File: src/sv/dwr_pkg.sv
// Shared constants for the draw-without-replacement block.
package dwr_pkg;

    localparam int NUMBER_COUNT_DEF  = 128;  // default size of the number pool
    localparam int HISTORY_DEPTH_DEF = 5;    // default recent-history depth
    localparam int RND_W             = 31;   // random word width
    localparam int NUM_W             = 8;    // width of number and count outputs
    localparam int HVAL_W            = 3;    // width of the history valid count
    localparam int OUT_SLOTS         = 5;    // history slots shown on the ports

endpackage

File: src/sv/draw_without_replacement_top.sv
// Random draw without replacement from 1..NUMBER_COUNT, with recent history.
//
//  channel  | ports                                   | handshake
//  ---------+-----------------------------------------+-------------------------------
//  request  | i_random_value                          | start && !busy
//  result   | o_exhausted, o_drawn_number,            | o_done, one cycle, no stall
//           | o_remaining_count, o_history_*          |
//
// A draw runs a bit-serial restoring modulo of the random value by the remaining count
// on the shared subtract/compare unit, then scans the drawn map one entry per cycle up
// to and including the selected number; busy stays high until the result, so a new
// draw is not taken before the last one is through.
// An exhausted draw gives its result in the cycle after acceptance, busy stays low.
// Synchronous active-low reset clears the history and sets the remaining count to
// NUMBER_COUNT; busy then stays high while a clearing pass zeroes the drawn map.
// The receiver cannot stall: each result is shown for exactly the o_done cycle.
module draw_without_replacement_top
    import dwr_pkg::*;
#(
    parameter int NUMBER_COUNT  = NUMBER_COUNT_DEF,
    parameter int HISTORY_DEPTH = HISTORY_DEPTH_DEF
) (
    input  logic              i_clk,
    input  logic              i_rst_n,
    input  logic              start,
    input  logic [RND_W-1:0]  i_random_value,
    output logic              busy,
    output logic              o_done,
    output logic              o_exhausted,
    output logic [NUM_W-1:0]  o_drawn_number,
    output logic [NUM_W-1:0]  o_remaining_count,
    output logic [HVAL_W-1:0] o_history_valid,
    output logic [NUM_W-1:0]  o_history_oldest,
    output logic [NUM_W-1:0]  o_history_second,
    output logic [NUM_W-1:0]  o_history_third,
    output logic [NUM_W-1:0]  o_history_fourth,
    output logic [NUM_W-1:0]  o_history_newest
);

    localparam int CW  = $clog2(NUMBER_COUNT + 1);   // counts 0..NUMBER_COUNT
    localparam int IW  = $clog2(NUMBER_COUNT);       // map index
    localparam int HCW = $clog2(HISTORY_DEPTH + 1);  // history fill count
    localparam int DCW = $clog2(RND_W);              // modulo bit counter

    typedef enum logic [1:0] {
        S_IDLE,
        S_CLEAR,
        S_DIV,
        S_SCAN
    } t_state;

    t_state                  r_state;
    logic                    r_map [NUMBER_COUNT];
    logic                    r_rd;
    logic [IW-1:0]           r_rd_idx;
    logic [CW-1:0]           r_left;
    logic [RND_W-1:0]        r_rnd;
    logic [CW-1:0]           r_rem;
    logic [DCW-1:0]          r_dcnt;
    logic [IW-1:0]           r_idx;
    logic [CW-1:0]           r_seen;
    logic [NUM_W-1:0]        r_hist [HISTORY_DEPTH];
    logic [HCW-1:0]          r_hcnt;
    logic                    r_done;
    logic                    r_exh;
    logic [CW-1:0]           r_num;
    logic [CW-1:0]           r_left_out;

    logic [CW:0]             n_rem_sh;
    logic                    n_rem_ge;
    logic [CW-1:0]           n_number;
    logic                    w_pick;
    logic                    w_we;
    logic [IW-1:0]           w_waddr;
    logic                    w_wdata;
    logic [NUM_W-1:0]        w_slot [OUT_SLOTS];

    // shared unit: one restoring-division step
    assign n_rem_sh = {r_rem, r_rnd[RND_W-1]};
    assign n_rem_ge = (n_rem_sh >= {1'b0, r_left});
    assign n_number = CW'(r_rd_idx) + CW'(1);

    // map port: clearing pass after reset, or marking the selected number
    assign w_pick  = (r_state == S_SCAN) && !r_rd && (r_seen == r_rem);
    assign w_we    = (r_state == S_CLEAR) || w_pick;
    assign w_waddr = (r_state == S_CLEAR) ? r_idx : r_rd_idx;
    assign w_wdata = (r_state != S_CLEAR);

    // drawn map, registered read at r_idx; r_rd_idx tags the entry in r_rd
    always_ff @(posedge i_clk) begin
        if (w_we)
            r_map[w_waddr] <= w_wdata;
        r_rd     <= r_map[r_idx];
        r_rd_idx <= r_idx;
    end

    always_ff @(posedge i_clk) begin
        if (!i_rst_n) begin
            r_state <= S_CLEAR;
            r_idx   <= '0;
            r_left  <= CW'(NUMBER_COUNT);
            r_hcnt  <= '0;
            r_done  <= 1'b0;
            for (int i = 0; i < HISTORY_DEPTH; i++) r_hist[i] <= '0;
        end else begin
            r_done <= 1'b0;
            unique case (r_state)
                S_CLEAR: begin
                    r_idx <= r_idx + IW'(1);
                    if (r_idx == IW'(NUMBER_COUNT - 1))
                        r_state <= S_IDLE;
                end
                S_IDLE: begin
                    if (start) begin
                        if (r_left == '0) begin
                            r_exh      <= 1'b1;
                            r_num      <= '0;
                            r_left_out <= '0;
                            r_done     <= 1'b1;
                        end else begin
                            r_rnd   <= i_random_value;
                            r_rem   <= '0;
                            r_dcnt  <= '0;
                            r_idx   <= '0;
                            r_state <= S_DIV;
                        end
                    end
                end
                S_DIV: begin
                    r_rem  <= n_rem_ge ? CW'(n_rem_sh - {1'b0, r_left}) : CW'(n_rem_sh);
                    r_rnd  <= r_rnd << 1;
                    r_dcnt <= r_dcnt + DCW'(1);
                    if (r_dcnt == DCW'(RND_W - 1)) begin
                        // entry 0 is already in r_rd, fetch entry 1 next
                        r_idx   <= IW'(1);
                        r_seen  <= '0;
                        r_state <= S_SCAN;
                    end
                end
                S_SCAN: begin
                    r_idx <= r_idx + IW'(1);
                    if (!r_rd) begin
                        if (r_seen == r_rem) begin
                            r_left       <= r_left - CW'(1);
                            r_left_out   <= r_left - CW'(1);
                            r_num        <= n_number;
                            r_exh        <= 1'b0;
                            r_done       <= 1'b1;
                            for (int i = 0; i < HISTORY_DEPTH - 1; i++)
                                r_hist[i] <= r_hist[i+1];
                            r_hist[HISTORY_DEPTH-1] <= NUM_W'(n_number);
                            if (r_hcnt != HCW'(HISTORY_DEPTH))
                                r_hcnt <= r_hcnt + HCW'(1);
                            r_state <= S_IDLE;
                        end else begin
                            r_seen <= r_seen + CW'(1);
                        end
                    end
                end
                default: r_state <= S_IDLE;
            endcase
        end
    end

    // port slots beyond the history depth read zero
    for (genvar j = 0; j < OUT_SLOTS; j++) begin : g_slot
        if (j < HISTORY_DEPTH) begin : g_used
            assign w_slot[j] = r_hist[j];
        end else begin : g_empty
            assign w_slot[j] = '0;
        end
    end

    assign busy              = (r_state != S_IDLE);
    assign o_done            = r_done;
    assign o_exhausted       = r_exh;
    assign o_drawn_number    = NUM_W'(r_num);
    assign o_remaining_count = NUM_W'(r_left_out);
    assign o_history_valid   = HVAL_W'(r_hcnt);
    assign o_history_oldest  = w_slot[0];
    assign o_history_second  = w_slot[1];
    assign o_history_third   = w_slot[2];
    assign o_history_fourth  = w_slot[3];
    assign o_history_newest  = w_slot[4];

    a_left_range: assert property (@(posedge i_clk) disable iff (!i_rst_n)
        r_left <= CW'(NUMBER_COUNT))
        else $error("remaining count above pool size");

    a_exh_fast: assert property (@(posedge i_clk) disable iff (!i_rst_n)
        (start && !busy && r_left == '0) |=> (o_done && o_exhausted))
        else $error("exhausted draw not reported next cycle");

    a_seen_bound: assert property (@(posedge i_clk) disable iff (!i_rst_n)
        (r_state == S_SCAN) |-> (r_seen <= r_rem && r_rem < r_left))
        else $error("scan passed the selected index");

    a_drawn_nonzero: assert property (@(posedge i_clk) disable iff (!i_rst_n)
        (o_done && !o_exhausted) |-> (r_num != '0 && !busy))
        else $error("successful draw with number zero");

    a_hist_count: assert property (@(posedge i_clk) disable iff (!i_rst_n)
        r_hcnt <= HCW'(HISTORY_DEPTH))
        else $error("history count above depth");

endmodule
File: config.mk
export PLATFORM = sky130hd
export DESIGN_NAME = draw_without_replacement_top
export DESIGN_NICKNAME = d
export VERILOG_FILES = /design/src/sv/dwr_pkg.sv /design/src/sv/draw_without_replacement_top.sv
export SDC_FILE = /design/constraint.sdc
export NUM_CORES = 1
export LEC_CHECK = 0
export BUFFER_PORTS_ARGS = -buffer_cell sky130_fd_sc_hd__buf_2
export CAP_MARGIN = 25
export CORE_MARGIN = 3
export CORE_UTILIZATION = 60
export DETAILED_ROUTE_END_ITERATION = 8
export PLACE_DENSITY = 0.85
export SYNTH_ARGS = -nofsm -noshare
export SYNTH_HDL_FRONTEND = slang
export SYNTH_SLANG_ARGS = --single-unit
File: constraint.sdc
create_clock -name i_clk -period 4.51 [get_ports i_clk]
set_input_delay 0 -clock i_clk [delete_from_list [all_inputs] [get_ports i_clk]]
set_output_delay 0 -clock i_clk [all_outputs]
set_load 0.02 [all_outputs]
==> metrics.md <==
| Metric | Value |
|---|---|
| RSZ-0062 raised after global routing | `false` |
| Synth area leaders | `edfxtp_1 58%, nor2_1 5.5%, dfxtp_1 4.8%` |
| Initial antenna violation count | `1` |
| Reg2reg setup slack | `1.36 ns` |
| DRT iter0 DRCs | `873` |
| Final GP Congestion | `0.894` |
| Global route overflow | `0` |
| Tot GR Track Use | `23.7%` |
| Critical path's slowest cell | `o31ai_1` |
| Critical Path Start | `r_state[1]` |
| Final setup fails | `0` |
| Critical Path Sink | `r_map[25]` |
| Final nets | `1,154` |
| Kind of cell adding the most delay to the critical path | `buffers and inverters` |
| CTS resizes | `0` |
| Worst clock skew | `0.0234 ns` |
| Crit. End Element | `flop` |
| HP Class | `in -> reg` |
| Clock slew at reported path FFs | `0.06 ns` |
| Reg2Reg Launch Point | `r_state[1]` |
| Fmax | `317 MHz` |
| Synth Cell Area | `12,200 sq um` |
| Mean area per synthesized cell | `12.6 sq um` |
| Max FO, Critical Path | `65` |
| Die area | `22,100 sq um` |
| # port buffers | `95` |
| DIE HEIGHT | `149 um` |
| Core Region | `19,700 sq um` |
| IO Pins | `96` |
| Most common cell after layout, fill and taps aside | `edfxtp_1` |
| Slew Limit Headroom | `34.7%` |
| Fin crit period | `3.15 ns` |
| R2R Path End | `r_map[25]` |
| Final wirelength | `26,500 um` |
| Critical Path RT | `4.74 ns` |
| Initial Util | `62.0%` |
| Post-route ant nets | `0` |
| Slew of the pin with the lowest slew margin | `0.980 ns` |
| DRC Markers | `0` |
| Cell variety after synth | `58` |
| Tot Pwr | `6.37 mW` |
| WP buf/inv | `4` |
| Slew Limit Fails | `0` |
| Hpwl dp | `16,300 um` |
| Hold Slack | `0.321 ns` |
| Prevailing post-synth register cell | `edfxtp_1` |
| Crit path largest cell delay | `0.71 ns` |
| Synth Instances | `973` |
| CTS tree | `yes` |
| Skew-Pair Late Insertion Delay | `0.54 ns` |
| EDFF count, synth | `237` |
| Final Worst Setup Slack | `1.36 ns` |
| First-pass GRT wire length | `41,600 um` |
| Worst IR Drop VDD | `0.000286 V` |
| Clk pwr share | `36.9%` |
| Vias per cell | `5.97` |
| Leakage | `5.11 nW` |
| Sequential share of the synthesized area | `63.0%` |
| Layout cells sized above 1 | `19.3%` |
| Die span in x | `149 um` |
| Clock Tree Buf Depth | `3` |
| Drt pass-1 iters | `6` |
| Critical Path Source Type | `flop` |
| Worst path cell trace | `inv_1 > ha_1 > buf_4 > inv_2 > buf_4 > o31ai_1 > nand2_1 > nor2_1` |
| Internal power | `4.68 mW` |
| Cell Pwr Density | `447 nW/um^2` |
| Part of the power in registers | `47.0%` |
| Vias in the first global route | `8,069` |
| Yosys warning total | `0` |
| Final hold vios | `0` |
| Cell count along the critical path | `8` |
| Layout area overhead | `16.6%` |
| Final Cycle Share | `69.9%` |
| Post-Syn Nets | `1,030` |
| Final TNS setup | `0 ns` |
| Max cap viols | `0` |
| Status | `completed` |
| WP data arrival | `3.39 ns` |
| Clock sinks | `266` |
| Most frequent cells in the layout | `237 x edfxtp_1, 178 x nor2_1, 95 x buf_2` |
| Psw | `1.69 mW` |
| Combinational Power Share | `16.1%` |
| Sw frac | `26.5%` |
| Average wire per standard cell | `19.2 um` |
| Setup Crit Path Kind | `reg -> reg` |
| Total number of vias | `8,257` |
| Area leader, netlist | `edfxtp_1` |
| Top cell by count, worst path | `buf_4` |
| Reg2reg path depth | `8` |
| Post-synth top area share | `58.3%` |
| H-Tree Depth | `1` |
| Place WS | `1.39 ns` |
| Fill cells | `1,264` |
| Largest net degree at the start of global routing | `66` |
| Synth async-reset ratio | `0%` |
| #FFs+latches synth | `266` |
| Cell Rows | `51` |
| CTS Buf Count | `27` |
| Root Driver | `clkbuf_16` |
==> flip-flops by register name (all words and copies together) (netlist names) <==
| signal | count |
|---|---|
| o_done | 1 |
| o_drawn_number | 8 |
| o_exhausted | 1 |
| o_history_valid | 3 |
| o_remaining_count | 8 |
| r_dcnt | 5 |
| r_hist | 40 |
| r_idx | 7 |
| r_left | 8 |
| r_map | 128 |
| r_rd | 1 |
| r_rd_idx | 7 |
| r_rem | 8 |
| r_rnd | 31 |
| r_seen | 8 |
| r_state | 2 |
==> stage by stage <==
step,instance area (sq um),cells,util (%)
final,14200,1383,72.3
after global routing,14200,1383,72.3
after CTS,14200,1381,72.1
after detailed placement,12900,1299,65.7
after global placement,12900,1297,65.6
after floorplan,12200,973,-
==> power groups by stage <==
stage	Sequential (mW)	Combinational [mW]	Clock [mW]
global placement	3.04	0.957	0
global route	3.01	1.11	2.46
finish	2.99	1.03	2.35
CTS	2.99	1.01	2.36
floorplan	3.01	0.728	0
detailed placement	3.04	0.981	0
==> how the worst min path moves through the flow <==
stage | start | endpoint | slack, ns | cells after the start
6_report | i_random_value[29] | r_rnd[29] | 0.32 | 3
5_1_grt | i_random_value[30] | r_rnd[30] | 0.34 | 3
4_1_cts | i_random_value[26] | r_rnd[26] | 0.30 | 3
3_5_place_dp | i_random_value[0] | r_rnd[0] | 0.30 | 2
3_3_place_gp | i_random_value[0] | r_rnd[0] | 0.29 | 2
2_1_floorplan | i_random_value[0] | r_rnd[0] | 0.21 | 1
==> worst reg2reg max path: stages, from the launching register on <==
cell,delay [ns]
dfxtp_1,0.35
inv_1,0.12
ha_1,0.15
buf_4,0.30
inv_2,0.25
buf_4,0.37
o31ai_1,0.72
nand2_1,0.38
nor2_1,0.24
==> layer usage <==
metal | wire, um | global-route usage (%) | share of wire, %
met3 | 2080 | 3.38 | 7.8
met5 | 0 | 0 | 0
met2 | 13400 | 41.0 | 50
met1 | 10300 | 30.7 | 39
met4 | 829 | 8.59 | 3.1
==> cells by family after synthesis <==
kind of cell	synth area share, %
multiplexers	9.75
adder cells (fa/ha/maj)	2.42
AND/OR/NAND/NOR	15.0
buffers and inverters	2.51
AO/OA/AOI/OAI	4.77
flip-flops	63.0
XOR/XNOR	2.58
==> cells in the mapped netlist, types with 17 or more instances <==
library cell,instances
xnor2_1,26
inv_1,22
a21oi_1,19
nand3_1,30
mux2i_1,47
mux4_2,17
nand2_1,64
ha_1,22
clkbuf_1,28
mux2_2,30
edfxtp_1,237
and3_1,42
o21ai_0,19
dfxtp_1,29
nor2_1,178
==> cell type report <==
type / count / area [sq um] / area share (%)
sequential: 266 / 7700 / 54.0
multi-input combinational: 633 / 4230 / 29.7
timing repair buffer: 145 / 953 / 6.69
clock buffer: 32 / 734 / 5.16
tap: 265 / 332 / 2.33
clock inverter: 17 / 210 / 1.48
inverter: 24 / 90.1 / 0.632
antenna: 1 / 2.50 / 0.0176
==> timing repair <==
item	CTS	global route
hold endpoints to repair	41	0
buffers inserted	0	0
hold buffers	33	0
Power figures use the tool's default switching activity.
